### src/design/gdpr_pkg.sv
// types and constants for the gps dle packet receiver
// shared by the top level and the port checker; depends on nothing
package gdpr_pkg;

  // framing bytes and packet ids
  localparam logic [7:0] B_DLE      = 8'h10;
  localparam logic [7:0] B_ETX      = 8'h03;
  localparam logic [7:0] ID_TIME    = 8'h41;
  localparam logic [7:0] ID_VERSION = 8'h45;
  localparam logic [7:0] ID_HEALTH  = 8'h46;
  localparam logic [7:0] ID_LLA     = 8'h4A;
  localparam logic [7:0] HLT_RESET  = 8'h02;
  localparam logic [3:0] NIB_SHORT  = 4'h3;
  localparam logic [3:0] NIB_OPEN   = 4'h1;

  localparam int PAYLOAD_MAX = 12;
  localparam logic [3:0] PAYLOAD_MAX_C = 4'd12;

  // host opcodes
  localparam logic [1:0] OP_BYTE  = 2'd0;
  localparam logic [1:0] OP_START = 2'd1;
  localparam logic [1:0] OP_TIME  = 2'd2;
  localparam logic [1:0] OP_POS   = 2'd3;

  // link modes
  localparam logic [2:0] M_PREINIT = 3'd0;
  localparam logic [2:0] M_RESET   = 3'd1;
  localparam logic [2:0] M_SEARCH  = 3'd2;
  localparam logic [2:0] M_READY   = 3'd3;
  localparam logic [2:0] M_QUERY   = 3'd4;

  // fault codes
  localparam logic [2:0] F_OK      = 3'd0;
  localparam logic [2:0] F_RESET   = 3'd1;
  localparam logic [2:0] F_SHORT   = 3'd2;
  localparam logic [2:0] F_OPEN    = 3'd3;
  localparam logic [2:0] F_BATTERY = 3'd4;

  // commands to transmit
  localparam logic [2:0] CMD_NONE   = 3'd0;
  localparam logic [2:0] CMD_RESET  = 3'd1;
  localparam logic [2:0] CMD_TIME   = 3'd2;
  localparam logic [2:0] CMD_POS    = 3'd3;
  localparam logic [2:0] CMD_HEALTH = 3'd4;

  // query status
  localparam logic [2:0] QS_NONE     = 3'd0;
  localparam logic [2:0] QS_REJECTED = 3'd1;
  localparam logic [2:0] QS_ACCEPTED = 3'd2;
  localparam logic [2:0] QS_OK       = 3'd3;
  localparam logic [2:0] QS_FAILED   = 3'd4;

  // deframer phases
  localparam logic [1:0] PH_IDLE = 2'd0;
  localparam logic [1:0] PH_ID   = 2'd1;
  localparam logic [1:0] PH_DATA = 2'd2;
  localparam logic [1:0] PH_ESC  = 2'd3;

  // pending query kind
  localparam logic [1:0] PK_NONE = 2'd0;
  localparam logic [1:0] PK_TIME = 2'd1;
  localparam logic [1:0] PK_POS  = 2'd2;

  typedef struct packed {
    logic [1:0] opcode;
    logic [7:0] rx_byte;
    logic       with_reset;
  } gdpr_in_t;

  typedef struct packed {
    logic [2:0]  link_state;
    logic [2:0]  fault_code;
    logic [2:0]  send_command;
    logic [2:0]  query_status;
    logic        packet_done;
    logic [7:0]  packet_id;
    logic        frame_error;
    logic [31:0] word_a;
    logic [31:0] word_b;
    logic [31:0] word_c;
    logic [15:0] week_number;
  } gdpr_out_t;

endpackage

### src/design/gps_dle_packet_receiver_top.sv
// gps receiver link: dle/etx deframer, link state, fault and query tracking; uses gdpr_pkg
// path: an accepted beat goes through the input register and then the result register;
// a result beat held by out_stall can keep the next beat waiting in the input register
// throughput: one beat per cycle; input stalls only while a result beat is held by out_stall
// reset: rst_n synchronous, active low; clears both stages and returns the link to
// pre-init, fault ok, no query pending, deframer idle, payload zero
module gps_dle_packet_receiver_top (
  input  logic                clk,
  input  logic                rst_n,
  input  logic                in_valid,
  output logic                in_stall,
  input  gdpr_pkg::gdpr_in_t  in_data,
  output logic                out_valid,
  input  logic                out_stall,
  output gdpr_pkg::gdpr_out_t out_data
);

  // pipeline registers
  logic                s1_vld_r;
  gdpr_pkg::gdpr_in_t  s1_data_r;
  logic                out_vld_r;
  gdpr_pkg::gdpr_out_t out_data_r;
  logic                s1_go;

  // link and deframer state
  logic [2:0] mode_r, mode_nxt;
  logic [2:0] fault_r, fault_nxt;
  logic [1:0] pend_r, pend_nxt;
  logic [1:0] phase_r, phase_nxt;
  logic [7:0] id_r, id_nxt;
  logic [3:0] cnt_r, cnt_nxt;
  logic [7:0] pay_r [gdpr_pkg::PAYLOAD_MAX];
  logic [7:0] pay_nxt [gdpr_pkg::PAYLOAD_MAX];
  gdpr_pkg::gdpr_out_t res_nxt;

  // handshake: stage one moves when the result register is free or drained
  assign s1_go     = s1_vld_r && (!out_vld_r || !out_stall);
  assign in_stall  = s1_vld_r && !s1_go;
  assign out_valid = out_vld_r;
  assign out_data  = out_data_r;

  // input register
  always_ff @(posedge clk) begin
    if (!rst_n) begin
      s1_vld_r <= 1'b0;
    end else if (in_valid && !in_stall) begin
      s1_vld_r <= 1'b1;
    end else if (s1_go) begin
      s1_vld_r <= 1'b0;
    end
    if (in_valid && !in_stall) begin
      s1_data_r <= in_data;
    end
  end

  // per-beat state update and result
  always_comb begin
    logic [7:0] b;
    logic       start_pkt;
    logic       store;
    logic       close_pkt;
    logic [7:0] s0;
    logic [7:0] s1;

    mode_nxt  = mode_r;
    fault_nxt = fault_r;
    pend_nxt  = pend_r;
    phase_nxt = phase_r;
    id_nxt    = id_r;
    cnt_nxt   = cnt_r;
    pay_nxt   = pay_r;
    res_nxt   = '0;
    b         = s1_data_r.rx_byte;
    start_pkt = 1'b0;
    store     = 1'b0;
    close_pkt = 1'b0;
    s0        = pay_r[0];
    s1        = pay_r[1];

    case (s1_data_r.opcode)
      gdpr_pkg::OP_BYTE: begin
        // deframer
        if (mode_r != gdpr_pkg::M_PREINIT) begin
          case (phase_r)
            gdpr_pkg::PH_IDLE: begin
              if (b == gdpr_pkg::B_DLE) phase_nxt = gdpr_pkg::PH_ID;
            end
            gdpr_pkg::PH_ID: begin
              if (b == gdpr_pkg::B_ETX) begin
                res_nxt.frame_error = 1'b1;
                phase_nxt = gdpr_pkg::PH_IDLE;
              end else if (b == gdpr_pkg::B_DLE) begin
                res_nxt.frame_error = 1'b1;
              end else begin
                start_pkt = 1'b1;
              end
            end
            gdpr_pkg::PH_DATA: begin
              if (b == gdpr_pkg::B_DLE) phase_nxt = gdpr_pkg::PH_ESC;
              else store = 1'b1;
            end
            default: begin
              if (b == gdpr_pkg::B_DLE) begin
                store = 1'b1;
                phase_nxt = gdpr_pkg::PH_DATA;
              end else if (b == gdpr_pkg::B_ETX) begin
                phase_nxt = gdpr_pkg::PH_IDLE;
                close_pkt = 1'b1;
              end else begin
                res_nxt.frame_error = 1'b1;
                start_pkt = 1'b1;
              end
            end
          endcase
        end
      end
      gdpr_pkg::OP_START: begin
        // start fails any pending query
        if (pend_r != gdpr_pkg::PK_NONE) begin
          res_nxt.query_status = gdpr_pkg::QS_FAILED;
          pend_nxt = gdpr_pkg::PK_NONE;
        end
        if (s1_data_r.with_reset) begin
          res_nxt.send_command = gdpr_pkg::CMD_RESET;
          mode_nxt = gdpr_pkg::M_RESET;
        end else begin
          res_nxt.send_command = gdpr_pkg::CMD_HEALTH;
          mode_nxt = gdpr_pkg::M_SEARCH;
        end
      end
      default: begin
        // time or position request
        if (mode_r != gdpr_pkg::M_READY || pend_r != gdpr_pkg::PK_NONE) begin
          res_nxt.query_status = gdpr_pkg::QS_REJECTED;
        end else begin
          res_nxt.query_status = gdpr_pkg::QS_ACCEPTED;
          mode_nxt = gdpr_pkg::M_QUERY;
          if (s1_data_r.opcode == gdpr_pkg::OP_TIME) begin
            res_nxt.send_command = gdpr_pkg::CMD_TIME;
            pend_nxt = gdpr_pkg::PK_TIME;
          end else begin
            res_nxt.send_command = gdpr_pkg::CMD_POS;
            pend_nxt = gdpr_pkg::PK_POS;
          end
        end
      end
    endcase

    // open a new packet: clear the payload
    if (start_pkt) begin
      id_nxt    = b;
      cnt_nxt   = '0;
      phase_nxt = gdpr_pkg::PH_DATA;
      for (int i = 0; i < gdpr_pkg::PAYLOAD_MAX; i++) pay_nxt[i] = '0;
    end

    // keep the first twelve payload bytes
    if (store && cnt_r < gdpr_pkg::PAYLOAD_MAX_C) begin
      pay_nxt[cnt_r] = b;
      cnt_nxt = cnt_r + 4'd1;
    end

    // closed packet: health, link transitions, query replies
    if (close_pkt) begin
      res_nxt.packet_done = 1'b1;
      res_nxt.packet_id   = id_r;
      if (id_r == gdpr_pkg::ID_HEALTH) begin
        if (s0 == gdpr_pkg::HLT_RESET) begin
          res_nxt.send_command = gdpr_pkg::CMD_RESET;
          if (pend_nxt != gdpr_pkg::PK_NONE) begin
            res_nxt.query_status = gdpr_pkg::QS_FAILED;
            pend_nxt = gdpr_pkg::PK_NONE;
          end
          fault_nxt = gdpr_pkg::F_RESET;
          mode_nxt  = gdpr_pkg::M_RESET;
        end else begin
          fault_nxt = gdpr_pkg::F_OK;
        end
        if (s1[7:4] == gdpr_pkg::NIB_SHORT) fault_nxt = gdpr_pkg::F_SHORT;
        else if (s1[7:4] == gdpr_pkg::NIB_OPEN) fault_nxt = gdpr_pkg::F_OPEN;
        else if (s1[0]) fault_nxt = gdpr_pkg::F_BATTERY;
      end

      case (mode_nxt)
        gdpr_pkg::M_RESET: begin
          if (id_r == gdpr_pkg::ID_VERSION) mode_nxt = gdpr_pkg::M_SEARCH;
        end
        gdpr_pkg::M_SEARCH: begin
          if (id_r == gdpr_pkg::ID_HEALTH && s0 == 8'd0) mode_nxt = gdpr_pkg::M_READY;
        end
        gdpr_pkg::M_READY: begin
          if (id_r == gdpr_pkg::ID_HEALTH && s0 != 8'd0) mode_nxt = gdpr_pkg::M_SEARCH;
        end
        gdpr_pkg::M_QUERY: begin
          if (id_r == gdpr_pkg::ID_HEALTH && s0 != 8'd0) begin
            mode_nxt = gdpr_pkg::M_SEARCH;
            if (pend_nxt != gdpr_pkg::PK_NONE) begin
              res_nxt.query_status = gdpr_pkg::QS_FAILED;
              pend_nxt = gdpr_pkg::PK_NONE;
            end
          end else if (id_r == gdpr_pkg::ID_TIME && pend_nxt == gdpr_pkg::PK_TIME) begin
            res_nxt.word_a       = {pay_r[0], pay_r[1], pay_r[2], pay_r[3]};
            res_nxt.week_number  = {pay_r[4], pay_r[5]};
            res_nxt.word_b       = {pay_r[6], pay_r[7], pay_r[8], pay_r[9]};
            res_nxt.query_status = gdpr_pkg::QS_OK;
            pend_nxt = gdpr_pkg::PK_NONE;
            mode_nxt = gdpr_pkg::M_READY;
          end else if (id_r == gdpr_pkg::ID_LLA && pend_nxt == gdpr_pkg::PK_POS) begin
            res_nxt.word_a       = {pay_r[0], pay_r[1], pay_r[2], pay_r[3]};
            res_nxt.word_b       = {pay_r[4], pay_r[5], pay_r[6], pay_r[7]};
            res_nxt.word_c       = {pay_r[8], pay_r[9], pay_r[10], pay_r[11]};
            res_nxt.query_status = gdpr_pkg::QS_OK;
            pend_nxt = gdpr_pkg::PK_NONE;
            mode_nxt = gdpr_pkg::M_READY;
          end
        end
        default: begin
        end
      endcase
    end

    res_nxt.link_state = mode_nxt;
    res_nxt.fault_code = fault_nxt;
  end

  // state registers
  always_ff @(posedge clk) begin
    if (!rst_n) begin
      mode_r  <= gdpr_pkg::M_PREINIT;
      fault_r <= gdpr_pkg::F_OK;
      pend_r  <= gdpr_pkg::PK_NONE;
      phase_r <= gdpr_pkg::PH_IDLE;
      id_r    <= '0;
      cnt_r   <= '0;
      for (int i = 0; i < gdpr_pkg::PAYLOAD_MAX; i++) pay_r[i] <= '0;
    end else if (s1_go) begin
      mode_r  <= mode_nxt;
      fault_r <= fault_nxt;
      pend_r  <= pend_nxt;
      phase_r <= phase_nxt;
      id_r    <= id_nxt;
      cnt_r   <= cnt_nxt;
      pay_r   <= pay_nxt;
    end
  end

  // result register
  always_ff @(posedge clk) begin
    if (!rst_n) begin
      out_vld_r <= 1'b0;
    end else if (s1_go) begin
      out_vld_r <= 1'b1;
    end else if (!out_stall) begin
      out_vld_r <= 1'b0;
    end
    if (s1_go) begin
      out_data_r <= res_nxt;
    end
  end

endmodule

### config.mk
export PLATFORM = sky130hd
export DESIGN_NAME = gps_dle_packet_receiver_top
export DESIGN_NICKNAME = d
export VERILOG_FILES = /design/src/design/gdpr_pkg.sv /design/src/design/gps_dle_packet_receiver_top.sv
export SDC_FILE = /design/constraint.sdc
export NUM_CORES = 1
export LEC_CHECK = 0
export BUFFER_PORTS_ARGS = -buffer_cell sky130_fd_sc_hd__buf_2
export CAP_MARGIN = 20
export CORE_MARGIN = 2
export CORE_UTILIZATION = 50
export CTS_BUF_LIST = sky130_fd_sc_hd__clkbuf_4
export CTS_CLUSTER_SIZE = 28
export DETAILED_ROUTE_END_ITERATION = 6
export GPL_ROUTABILITY_DRIVEN = 0
export HOLD_SLACK_MARGIN = 0.08
export PLACE_DENSITY = 0.74
export SYNTH_ARGS = -nofsm -noshare
export SYNTH_HDL_FRONTEND = slang
export SYNTH_SLANG_ARGS = --single-unit
### constraint.sdc
create_clock -name clk -period 6.8 [get_ports clk]
set_clock_uncertainty 0.1 [all_clocks]
set_input_delay 1.36 -clock clk [delete_from_list [all_inputs] [get_ports clk]]
set_output_delay 1.36 -clock clk [all_outputs]
set_load 0.02 [all_outputs]
==> results.toml <==
[placement]
port_buffers = 150
dp_hpwl_mm = 13.8
placed_area_um2 = 11000

[sta]
fin_crit_ns = 3.73
tightestPinTransition_ns = 0.916
hold_violations = 0
finalSetupViolations = 0
max_slew_margin_pct = 38.8
slew_violations = 0
max_freq_mhz = 268
min_period_over_period_pct = 54.8
timing.hold.ws_ns = 0.366
tns_ns = 0
rsz0062_at_grt = "false"

[routing]
initialDrtViolationCount = 577
routed_wl_mm = 22.0
vias = 6801
vias_per_cell = 5.45
antenna_left = 0
drcViolationCount = 1
firstDrtPassIters = 7
routedWlPerCell_um = 17.6

[hold_path]
hold_class = "reg2reg"
hp-start = "pay_r[0]"
hold_depth = 1
whs_endpoint = "pay_r[0]"

[clock_tree]
htree_num_levels = 3
cts_made_buffers = 67
clock_path_buffers = 3
insertion_delay_ns = 0.69
cts.repair.resized = 0
cts_tree = "done"
cts_setup_buffers = 0
hold_buffers = 0
clock_sinks = 265
clk_pin_slew_worst_paths_ns = 0.07
cts_root_buf = "clkbuf_4"

[power]
clkPwrFrac_pct = 42.4
power.leakage_nw = 4.58
p_sw_share_pct = 22.6
seqPwrFrac_pct = 52.8
pwr-share-comb_pct = 4.8
ir_drop_v = 0.000145
p_switching_uw = 750
p_per_area_nw_per_um2 = 277
internal_power_mw = 2.56
finalPower_mw = 3.31

[global_routing]
grt_max_degree = 95
overflow = 0
grt_antenna_before_repair = 1
grt_use_total_pct = 20.5
grt_pass1_wl_mm = 34.5
grt_pass1_vias = 6583

[synth]
ys_seq_area_share_pct = 66.6
avgSynthCellArea_um2 = 13.5
synthesis.area_um2 = 10100
ys_async_sr_fraction_pct = 0
syn_inst = 750
yosys.cell_types.count = 76
synth-edff-count = 145
ys_ff_latch = 265
syn_nets = 769
ys.flop_type = "edfxtp_1"
yosys_warnings = 0

[critical_path]
critical_path_peak_fanout = 53
cp.required_ns = 7.26
worstReg2RegEnd = "pay_r[79]"
worstSetupPathType = "in2reg"
end_kind = "flip-flop"
ff2ff_path_depth = 7
startpoint_type = "input port"
critPathArrivalTime_ns = 4.18
rrSetupSlack_ns = 3.54
r2r-start = "out_valid"

[layout]
fillers = 1603
final_cell_mix = "buf_2, edfxtp_1, a22o_1, dfxtp_1, clkbuf_4"
final_common_cell = "buf_2"
drive_gt1_share_pct = 30.1
fin_area_um2 = 12000
area_delta_synth_final_pct = 17.9
nets = 944

[die]
fp.dieArea_um2 = 21400
dieWidth_um = 146
die_height_um = 146
core_um2 = 20000
num_rows = 52
start_util_pct = 50.6
ioPinCount = 151

[status]
status = "finished, violations left"
violations = "design-rule violations"

[run]
cap_violations = 0
## per-stage QoR
step / utilization (%) / cells / worst slack [ns]
2_1_floorplan: - / 750 / 0.318
3_3_place_gp: 55.0 / 1125 / 2.50
3_5_place_dp: 55.0 / 1125 / 2.42
4_1_cts: 59.5 / 1246 / 3.12
5_1_grt: 59.6 / 1248 / 2.84
6_report: 59.6 / 1248 / 3.07
## registers in the layout, indices dropped and copies added (netlist names)
register,flops
cnt_r,4
fault_r,3
id_r,8
mode_r,3
out_data,134
out_valid,1
pay_r,96
pend_r,2
phase_r,2
s1_data_r,11
s1_vld_r,1
## power by group through the flow
stage / registers (mW) / clock network [mW] / logic [mW]
finish: 1.75 / 1.41 / 0.158
global route: 1.75 / 1.52 / 0.169
CTS: 1.75 / 1.44 / 0.157
detailed placement: 1.79 / 0 / 0.156
global placement: 1.79 / 0 / 0.155
floorplan: 1.84 / 0 / 0.0530
## cell usage after synthesis, types with 2 or more instances
| cell type | number | area, µm² |
|---|---|---|
| nand2_1 | 16 | 60.1 |
| mux2i_1 | 8 | 80.1 |
| a31oi_1 | 2 | 12.5 |
| clkbuf_8 | 3 | 41.3 |
| and2_1 | 102 | 638 |
| nor2b_1 | 9 | 56.3 |
| o21a_1 | 2 | 15.0 |
| or3_1 | 2 | 12.5 |
| nand3_1 | 6 | 30.0 |
| dfxtp_1 | 120 | 2400 |
| ha_1 | 4 | 50.1 |
| o31ai_1 | 2 | 15.0 |
| a22o_1 | 120 | 1050 |
| nor3b_1 | 3 | 22.5 |
| edfxtp_1 | 145 | 4350 |
| clkbuf_1 | 29 | 109 |
| nor4_1 | 3 | 18.8 |
| nor3_1 | 7 | 35.0 |
| xor2_1 | 2 | 17.5 |
| a211oi_1 | 4 | 30.0 |
| buf_4 | 7 | 52.6 |
| nor2_1 | 32 | 120 |
| nand4b_1 | 2 | 17.5 |
| a32o_1 | 8 | 80.1 |
| and3_1 | 12 | 75.1 |
| a21oi_1 | 20 | 100 |
| buf_2 | 8 | 40.0 |
| nor4_2 | 2 | 25.0 |
| and4b_1 | 2 | 20.0 |
| o21ai_0 | 8 | 40.0 |
| mux2_2 | 5 | 56.3 |
| nor4b_1 | 2 | 17.5 |
| nand4_1 | 3 | 18.8 |
| inv_1 | 8 | 30.0 |
## worst max-delay path, stage by stage
cell,delay (ns)
buf_2,0.11
nand2_1,0.07
nand2_2,0.17
inv_6,0.41
nand4_1,0.68
nand2_1,0.74
a21oi_1,0.28
a22o_1,0.29
## layer usage
layer	part of all wire (%)	GRT usage, %
met5	0	0
met4	1.8	7.72
met3	6.6	5.50
met2	47	32.5
met1	44	27.1
## cell type report
cell class	count	area [µm²]	area share, %
sequential	265	6760	56.5
multi-input combinational	426	3090	25.9
timing repair buffer	156	816	6.83
clock buffer	107	803	6.72
tap	270	338	2.83
clock inverter	14	106	0.890
inverter	9	38.8	0.325
antenna	1	2.50	0.0209
## kinds of logic (layout without fill, tap and decap cells)
group	count (synthesis)	count (layout)	synth area share (%)
buffers and inverters	59	286	2.96
XOR/XNOR	3	3	0.259
AND/OR/NAND/NOR	221	221	13.3
multiplexers	13	13	1.35
AO/OA/AOI/OAI	185	185	15.0
adder cells (fa/ha/maj)	4	4	0.494
flip-flops	265	265	66.6
other	0	1	0
## worst max path at each step
stage	depth (start not counted)	slack, ns	start	endpoint
after floorplan	7	0.32	out_stall	phase_r[1]
after global placement	8	2.50	out_stall	pay_r[79]
after detailed placement	8	2.42	out_stall	pay_r[79]
after CTS	8	3.12	out_stall	pay_r[71]
after global routing	8	2.84	out_stall	pay_r[18]
final	8	3.07	out_stall	pay_r[79]
Power figures use the tool's default switching activity.
